--- src/rtl/fip_pkg.sv ---
// Shared types, codes and the CRC-32 byte step for the flash image programmer.
// No dependencies.
`default_nettype none

package fip_pkg;

  localparam logic [31:0] CrcPoly         = 32'hEDB8_8320;
  localparam logic [31:0] AllOnes32       = 32'hFFFF_FFFF;
  localparam logic [63:0] AllOnes64       = 64'hFFFF_FFFF_FFFF_FFFF;
  localparam logic [31:0] BaseAddrReset   = 32'd134250496;
  localparam logic [31:0] MaxLenReset     = 32'd481280;
  localparam logic [7:0]  FirstPageReset  = 8'd16;
  localparam logic [7:0]  LastPageReset   = 8'd250;
  localparam logic [31:0] DwordBytes      = 32'd8;

  typedef enum logic [2:0] {
    CMD_BEGIN     = 3'd0,
    CMD_WRITE     = 3'd1,
    CMD_VERIFY    = 3'd2,
    CMD_ABORT     = 3'd3,
    CMD_FLASH_ERR = 3'd4
  } cmd_e;

  typedef enum logic [1:0] {
    OP_NONE    = 2'd0,
    OP_ERASE   = 2'd1,
    OP_PROGRAM = 2'd2
  } op_e;

  typedef enum logic [2:0] {
    MODE_IDLE        = 3'd0,
    MODE_ERASING     = 3'd1,
    MODE_PROGRAMMING = 3'd2,
    MODE_VERIFYING   = 3'd3,
    MODE_FAULT       = 3'd4
  } mode_e;

  typedef enum logic [1:0] {
    CFG_BASE_ADDR  = 2'd0,
    CFG_MAX_LEN    = 2'd1,
    CFG_FIRST_PAGE = 2'd2,
    CFG_LAST_PAGE  = 2'd3
  } cfg_idx_e;

  typedef struct packed {
    logic [31:0] image_base_address;
    logic [31:0] image_max_length;
    logic [7:0]  erase_first_page;
    logic [7:0]  erase_last_page;
  } cfg_t;

  typedef struct packed {
    logic [2:0]  cmd;
    logic [7:0]  data_byte;
    logic [31:0] image_length;
    logic [31:0] expected_crc;
  } in_item_t;

  typedef struct packed {
    logic [1:0]  flash_op;
    logic [31:0] program_address;
    logic [63:0] program_data;
    logic [7:0]  range_first_page;
    logic [7:0]  range_last_page;
    logic        accepted;
    logic [2:0]  machine_state;
  } out_item_t;

  function automatic logic [31:0] crc_byte(logic [31:0] crc_in, logic [7:0] b);
    logic [31:0] c;
    c = crc_in ^ {24'd0, b};
    for (int k = 0; k < 8; k++) begin
      c = (c >> 1) ^ (CrcPoly & {32{c[0]}});
    end
    return c;
  endfunction

endpackage

`default_nettype wire

--- src/rtl/flash_image_programmer.sv ---
// Top level of the flash image programmer: input register, engine, result register.
// Depends on fip_pkg, fip_cfg_regs and fip_engine.
//
//   channel  | signals                          | transfer rule
//   ---------+----------------------------------+------------------------------
//   command  | in_valid, in_stall, in_data      | in_valid and not in_stall
//   result   | out_valid, out_stall, out_data   | out_valid and not out_stall
//   config   | cfg_write, cfg_index, cfg_data   | cfg_write
//
// One command per cycle unless stalled; each yields one result via both registers.
// The engine's update of mode, buffer and CRC for each command bounds the rate.
// rst is synchronous; it empties both registers and restores all state.
// A stalled result holds the result register; the input register then fills
// and in_stall rises until the result moves on.
`default_nettype none

module flash_image_programmer (
  input  wire logic               clk,
  input  wire logic               rst,
  input  wire logic               in_valid,
  output      logic               in_stall,
  input  wire fip_pkg::in_item_t  in_data,
  output      logic               out_valid,
  input  wire logic               out_stall,
  output fip_pkg::out_item_t      out_data,
  input  wire logic               cfg_write,
  input  wire logic [1:0]         cfg_index,
  input  wire logic [31:0]        cfg_data
);

  fip_pkg::cfg_t      cfg;
  fip_pkg::in_item_t  in_reg;
  fip_pkg::out_item_t result;
  logic               in_full;
  logic               advance;

  assign advance  = in_full && (!out_valid || !out_stall);
  assign in_stall = in_full && !advance;

  fip_cfg_regs u_cfg_regs (
    .clk       (clk),
    .rst       (rst),
    .cfg_write (cfg_write),
    .cfg_index (cfg_index),
    .cfg_data  (cfg_data),
    .cfg       (cfg)
  );

  fip_engine u_engine (
    .clk    (clk),
    .rst    (rst),
    .step   (advance),
    .item   (in_reg),
    .cfg    (cfg),
    .result (result)
  );

  always_ff @(posedge clk) begin
    if (rst) begin
      in_full <= 1'b0;
    end else if (!in_stall) begin
      in_full <= in_valid;
    end
  end

  always_ff @(posedge clk) begin
    if (!in_stall && in_valid) begin
      in_reg <= in_data;
    end
  end

  always_ff @(posedge clk) begin
    if (rst) begin
      out_valid <= 1'b0;
    end else if (advance) begin
      out_valid <= 1'b1;
    end else if (!out_stall) begin
      out_valid <= 1'b0;
    end
  end

  always_ff @(posedge clk) begin
    if (advance) begin
      out_data <= result;
    end
  end

endmodule

`default_nettype wire

--- src/rtl/fip_cfg_regs.sv ---
// Configuration register file for the flash image programmer.
// Depends on fip_pkg.
`default_nettype none

module fip_cfg_regs (
  input  wire logic         clk,
  input  wire logic         rst,
  input  wire logic         cfg_write,
  input  wire logic [1:0]   cfg_index,
  input  wire logic [31:0]  cfg_data,
  output fip_pkg::cfg_t     cfg
);

  always_ff @(posedge clk) begin
    if (rst) begin
      cfg.image_base_address <= fip_pkg::BaseAddrReset;
      cfg.image_max_length   <= fip_pkg::MaxLenReset;
      cfg.erase_first_page   <= fip_pkg::FirstPageReset;
      cfg.erase_last_page    <= fip_pkg::LastPageReset;
    end else if (cfg_write) begin
      unique case (cfg_index)
        fip_pkg::CFG_BASE_ADDR:  cfg.image_base_address <= cfg_data;
        fip_pkg::CFG_MAX_LEN:    cfg.image_max_length   <= cfg_data;
        fip_pkg::CFG_FIRST_PAGE: cfg.erase_first_page   <= cfg_data[7:0];
        fip_pkg::CFG_LAST_PAGE:  cfg.erase_last_page    <= cfg_data[7:0];
        default: ;
      endcase
    end
  end

endmodule

`default_nettype wire

--- src/rtl/fip_engine.sv ---
// Command engine: session state, doubleword packing, CRC and mode control.
// Depends on fip_pkg; one command is processed per step.
`default_nettype none

module fip_engine (
  input  wire logic               clk,
  input  wire logic               rst,
  input  wire logic               step,
  input  wire fip_pkg::in_item_t  item,
  input  wire fip_pkg::cfg_t      cfg,
  output fip_pkg::out_item_t      result
);

  fip_pkg::mode_e mode, mode_next;
  logic [31:0] write_cursor, write_cursor_next;
  logic [31:0] expected_length, expected_length_next;
  logic [31:0] bytes_accepted, bytes_accepted_next;
  logic [63:0] word_buffer, word_buffer_next;
  logic [2:0]  buffer_fill, buffer_fill_next;
  logic [31:0] running_crc, running_crc_next;

  logic        in_prog;
  logic        begin_ok_state;
  logic        len_bad;
  logic        overrun;
  logic        all_in;
  logic        crc_match;
  logic        flush;
  logic [31:0] bytes_plus;
  logic [63:0] merged;

  assign in_prog        = (mode == fip_pkg::MODE_PROGRAMMING);
  assign begin_ok_state = (mode == fip_pkg::MODE_IDLE) || (mode == fip_pkg::MODE_FAULT);
  assign len_bad        = (item.image_length == 32'd0) ||
                          (item.image_length > cfg.image_max_length);
  assign overrun        = (bytes_accepted >= expected_length);
  assign all_in         = (bytes_accepted == expected_length);
  assign crc_match      = (~running_crc == item.expected_crc);
  assign bytes_plus     = bytes_accepted + 32'd1;
  assign flush          = (buffer_fill == 3'd7) || (bytes_plus == expected_length);

  always_comb begin
    merged = word_buffer;
    for (int i = 0; i < 8; i++) begin
      if (buffer_fill == 3'(i)) begin
        merged[8*i +: 8] = item.data_byte;
      end
    end
  end

  always_comb begin
    mode_next = mode;
    unique case (item.cmd)
      fip_pkg::CMD_BEGIN: begin
        if (begin_ok_state) begin
          mode_next = len_bad ? fip_pkg::MODE_FAULT : fip_pkg::MODE_PROGRAMMING;
        end
      end
      fip_pkg::CMD_WRITE: begin
        if (in_prog && overrun) begin
          mode_next = fip_pkg::MODE_FAULT;
        end
      end
      fip_pkg::CMD_VERIFY: begin
        if (in_prog) begin
          mode_next = (all_in && crc_match) ? fip_pkg::MODE_IDLE : fip_pkg::MODE_FAULT;
        end
      end
      fip_pkg::CMD_ABORT:     mode_next = fip_pkg::MODE_IDLE;
      fip_pkg::CMD_FLASH_ERR: mode_next = fip_pkg::MODE_FAULT;
      default: ;
    endcase
  end

  always_comb begin
    result                 = '0;
    write_cursor_next      = write_cursor;
    expected_length_next   = expected_length;
    bytes_accepted_next    = bytes_accepted;
    word_buffer_next       = word_buffer;
    buffer_fill_next       = buffer_fill;
    running_crc_next       = running_crc;
    unique case (item.cmd)
      fip_pkg::CMD_BEGIN: begin
        if (begin_ok_state && !len_bad) begin
          write_cursor_next       = cfg.image_base_address;
          expected_length_next    = item.image_length;
          bytes_accepted_next     = 32'd0;
          word_buffer_next        = fip_pkg::AllOnes64;
          buffer_fill_next        = 3'd0;
          running_crc_next        = fip_pkg::AllOnes32;
          result.flash_op         = fip_pkg::OP_ERASE;
          result.range_first_page = cfg.erase_first_page;
          result.range_last_page  = cfg.erase_last_page;
          result.accepted         = 1'b1;
        end
      end
      fip_pkg::CMD_WRITE: begin
        if (in_prog && !overrun) begin
          bytes_accepted_next = bytes_plus;
          running_crc_next    = fip_pkg::crc_byte(running_crc, item.data_byte);
          result.accepted     = 1'b1;
          if (flush) begin
            result.flash_op        = fip_pkg::OP_PROGRAM;
            result.program_address = write_cursor;
            result.program_data    = merged;
            write_cursor_next      = write_cursor + fip_pkg::DwordBytes;
            buffer_fill_next       = 3'd0;
            word_buffer_next       = fip_pkg::AllOnes64;
          end else begin
            buffer_fill_next = buffer_fill + 3'd1;
            word_buffer_next = merged;
          end
        end
      end
      fip_pkg::CMD_VERIFY: begin
        result.accepted = in_prog && all_in && crc_match;
      end
      fip_pkg::CMD_ABORT: begin
        write_cursor_next    = cfg.image_base_address;
        expected_length_next = 32'd0;
        bytes_accepted_next  = 32'd0;
        word_buffer_next     = fip_pkg::AllOnes64;
        buffer_fill_next     = 3'd0;
        running_crc_next     = fip_pkg::AllOnes32;
        result.accepted      = 1'b1;
      end
      default: ;
    endcase
    result.machine_state = mode_next;
  end

  always_ff @(posedge clk) begin
    if (rst) begin
      mode            <= fip_pkg::MODE_IDLE;
      write_cursor    <= fip_pkg::BaseAddrReset;
      expected_length <= 32'd0;
      bytes_accepted  <= 32'd0;
      word_buffer     <= fip_pkg::AllOnes64;
      buffer_fill     <= 3'd0;
      running_crc     <= fip_pkg::AllOnes32;
    end else if (step) begin
      mode            <= mode_next;
      write_cursor    <= write_cursor_next;
      expected_length <= expected_length_next;
      bytes_accepted  <= bytes_accepted_next;
      word_buffer     <= word_buffer_next;
      buffer_fill     <= buffer_fill_next;
      running_crc     <= running_crc_next;
    end
  end

endmodule

`default_nettype wire

--- config.mk ---
export PLATFORM = sky130hd
export DESIGN_NAME = flash_image_programmer
export DESIGN_NICKNAME = d
export VERILOG_FILES = /design/src/rtl/fip_pkg.sv /design/src/rtl/flash_image_programmer.sv /design/src/rtl/fip_cfg_regs.sv /design/src/rtl/fip_engine.sv
export SDC_FILE = /design/constraint.sdc
export NUM_CORES = 1
export LEC_CHECK = 0
export CORE_MARGIN = 8
export CORE_UTILIZATION = 50
export DETAILED_ROUTE_END_ITERATION = 7
export DONT_BUFFER_PORTS = 1
export GPL_TIMING_DRIVEN = 0
export SLEW_MARGIN = 20
export SYNTH_ARGS = -nofsm -noshare
export SYNTH_HDL_FRONTEND = slang
export SYNTH_SLANG_ARGS = --single-unit
--- constraint.sdc ---
create_clock -name clk -period 6 [get_ports clk]
set_clock_uncertainty 0.15 [all_clocks]
set_input_delay 0.6 -clock clk [delete_from_list [all_inputs] [get_ports clk]]
set_output_delay 0.6 -clock clk [all_outputs]
set_load 0.05 [all_outputs]
==> results.yml <==
outcome:
  outcome: "finished, final reports clean"
hold_path:
  hold_start: "cfg_data[12]"
  min_to: "u_cfg_regs.cfg[28]"
  min_path_cells: 2
  hold_path.class: "input pin to flip-flop"
die:
  start_util_pct: 50.2
  die_height_um: 229
  core-area_mm2: 0.0450
  rows: 78
  design.die.area_mm2: 0.0522
  die_w_um: 229
  io_pins: 234
logic_synthesis:
  dominantRegCellSynth: "dfxtp_1"
  synth_cell_types: 74
  synth_top_cells_by_count: "475 x nand2_1, 280 x dfxtp_1, 208 x a21oi_1, 193 x edfxtp_1, 135 x nor2_1"
  synth_top_area_share_pct: 25.7
  ys_ff_latch: 473
  seq_area_frac_synth_pct: 50.5
  avgSynthCellArea_um2: 9.17
  yosys.area.top_type: "edfxtp_1"
  synth.area.top_cells: "edfxtp_1 26%, dfxtp_1 25%, nand2_1 7.9%"
  synth_edf_count: 193
  async_flop_share_pct: 0
  syn_area_mm2: 0.0226
  ys.warnings.count: 0
  yosysMostFrequentCell: "nand2_1"
  syn-num-nets: 2648
  synthCells: 2462
global_routing:
  grt_pass1_vias: 18400
  grt_use_total_pct: 26.7
  grt_first_pass_wirelength_um: 110000
  antenna_found_initial: 0
  grt_overflow: 0
  grt_max_degree: 88
timing:
  fmax_mhz: 177
  setup_viol: 0
  slew_viol_final: 0
  worst_pin_slew_ps: 1170
  fin_crit_sh_pct: 94.0
  worst_slack_ps: 361
  whs_ps: 23.1
  max_slew_margin_pct: 21.1
  hold_violations: 0
  min_period_ps: 5640
  rsz0062_at_grt: "false"
place:
  hpwl_um: 53500
  place_congestion: 0.947
  placed_area_mm2: 0.0234
  port_buffers: 0
  preCtsSetupSlack_ps: 220
finish:
  n_fill_cell: 3939
  area_growth_pct: 15.6
  fin_util_pct: 58.0
  fin_nets: 2810
  fin_area_mm2: 0.0261
  drive_gt1_share_pct: 6.16
  largest_reg_flops: 118
detailed_routing:
  ant_nets: 0
  drtIter0Drc: 1792
  totalWireLength_um: 72500
  firstDrtPassIters: 6
  drc: 0
  avgRoutedWirePerCell_um: 22.2
  vias: 19100
  avgViaCountPerCell: 5.86
setup_path:
  crit_required_ps: 6290
  worst_setup_path_end_kind: "flip-flop"
  r2r-start: "u_engine.expected_length[7]"
  arrival_ps: 5930
  r2r-end: "u_engine.running_crc[16]"
  cp-start-kind: "flip-flop"
  crit_path_max_fanout: 10
  rr_worst_depth: 15
  rrSetupSlack_ps: 360
  crit_type: "flip-flop to flip-flop"
clock_network:
  root_buffer: "clkbuf_16"
  cts_setup_buffers: 0
  htree_levels: 2
  cts_buffers: 50
  worstSkewPairLatency_ps: 580
  clock_path_buffers: 3
  cts_tree: "yes"
  cts_sinks: 473
  cts.clk_slew.worst_paths_ps: 60
power_and_ir_drop:
  p_leak_nw: 9.27
  switching_share_pct: 24.8
  pwr-share-seq_pct: 50.0
  p_int_mw: 5.43
  p_clk_share_pct: 42.4
  p_per_area_mw_per_mm2: 277
  power_frac_comb_pct: 7.6
  ir_drop_uv: 231
  switchingPower_mw: 1.79
  total_power_mw: 7.22
run:
  drv_cap: 0
## layout by cell type, fill, tap and decap left out, types with 25 or more instances in the layout
| cell type | instances |
|---|---|
| a21oi_1 | 208 |
| a21oi_2 | 41 |
| and2_1 | 43 |
| clkbuf_1 | 139 |
| clkbuf_16 | 50 |
| dfxtp_1 | 280 |
| dlygate4sd3_1 | 106 |
| edfxtp_1 | 193 |
| ha_1 | 72 |
| inv_1 | 94 |
| mux2i_1 | 33 |
| nand2_1 | 475 |
| nand3_1 | 125 |
| nand4_1 | 42 |
| nor2_1 | 135 |
| nor3_1 | 39 |
| nor4_1 | 31 |
| o21ai_0 | 78 |
| o31ai_1 | 25 |
| xnor2_1 | 83 |
| xor2_1 | 58 |
## metal layers
metal | GRT usage [%] | wire (um) | share of wire, %
met5 | 0 | 0 | 0
met4 | 9.65 | 2680 | 3.7
met3 | 4.54 | 4920 | 6.8
met2 | 43.4 | 33900 | 47
met1 | 35.4 | 31000 | 43
## power groups by stage
| stage | clock (mW) | combinational [mW] | sequential, mW |
|---|---|---|---|
| CTS | 3.11 | 0.539 | 3.61 |
| floorplan | 0 | 0.331 | 3.65 |
| detailed placement | 0 | 0.470 | 3.68 |
| finish | 3.06 | 0.546 | 3.61 |
| global placement | 0 | 0.452 | 3.69 |
| global route | 3.24 | 0.591 | 3.62 |
## worst max-delay path: stages (launching register included)
cell and delay [ps]:
dfxtp_1 310, clkbuf_1 270, inv_1 110, ha_1 320
nand2_1 70, nor4_1 680, o31ai_1 220, a31oi_1 560
o21ba_2 270, a2bb2oi_1 530, clkbuf_1 580, clkbuf_1 580
buf_1 530, a21oi_1 100, a21oi_1 150, nand2_1 70
## how the worst max path moves through the flow
| stage | from | endpoint | slack (ps) | depth (start not counted) |
|---|---|---|---|---|
| floorplan | out_valid | u_engine.running_crc[12] | 510 | 10 |
| global placement | out_valid | u_engine.bytes_accepted[9] | -2610 | 9 |
| detailed placement | u_engine.expected_length[7] | u_engine.bytes_accepted[4] | 220 | 14 |
| CTS | u_engine.expected_length[7] | u_engine.bytes_accepted[9] | 130 | 14 |
| global route | u_engine.expected_length[7] | u_engine.running_crc[3] | 130 | 15 |
| finish | u_engine.expected_length[7] | u_engine.running_crc[16] | 360 | 15 |
## cell families after synthesis
kind of cell | share of synthesized area, %
flops | 50.5
compound gates | 13.7
simple gates | 20.1
xor+xnor | 5.47
fa+ha+maj | 3.99
mux | 1.46
buf+inv | 4.83
## area by class of cell
class	count	area, um2	share of cell area (%)
flip-flops and latches	473	11400	43.7
inverters	96	367	1.40
clock inverters	18	201	0.771
plain buffers	167	732	2.80
clock buffers	74	1400	5.37
multi-input cells	1726	10100	38.7
well taps	600	751	2.88
diodes	1	2.50	0.00958
repair buffers	110	1150	4.41
## through the flow
| stage | std cells | setup TNS, ps |
|---|---|---|
| floorplan | 2462 | 0 |
| global placement | 3062 | -402530 |
| detailed placement | 3066 | 0 |
| CTS | 3264 | 0 |
| global route | 3264 | 0 |
| finish | 3265 | 0 |
## what timing repair did
item / 4_1_cts / 5_1_grt
gates resized for setup: 0 / 4
hold buffers: 106 / 0
setup endpoints to repair: 0 / 7
endpoints found under the hold margin: 141 / 0
No activity file was read; power rests on OpenSTA's default activity.
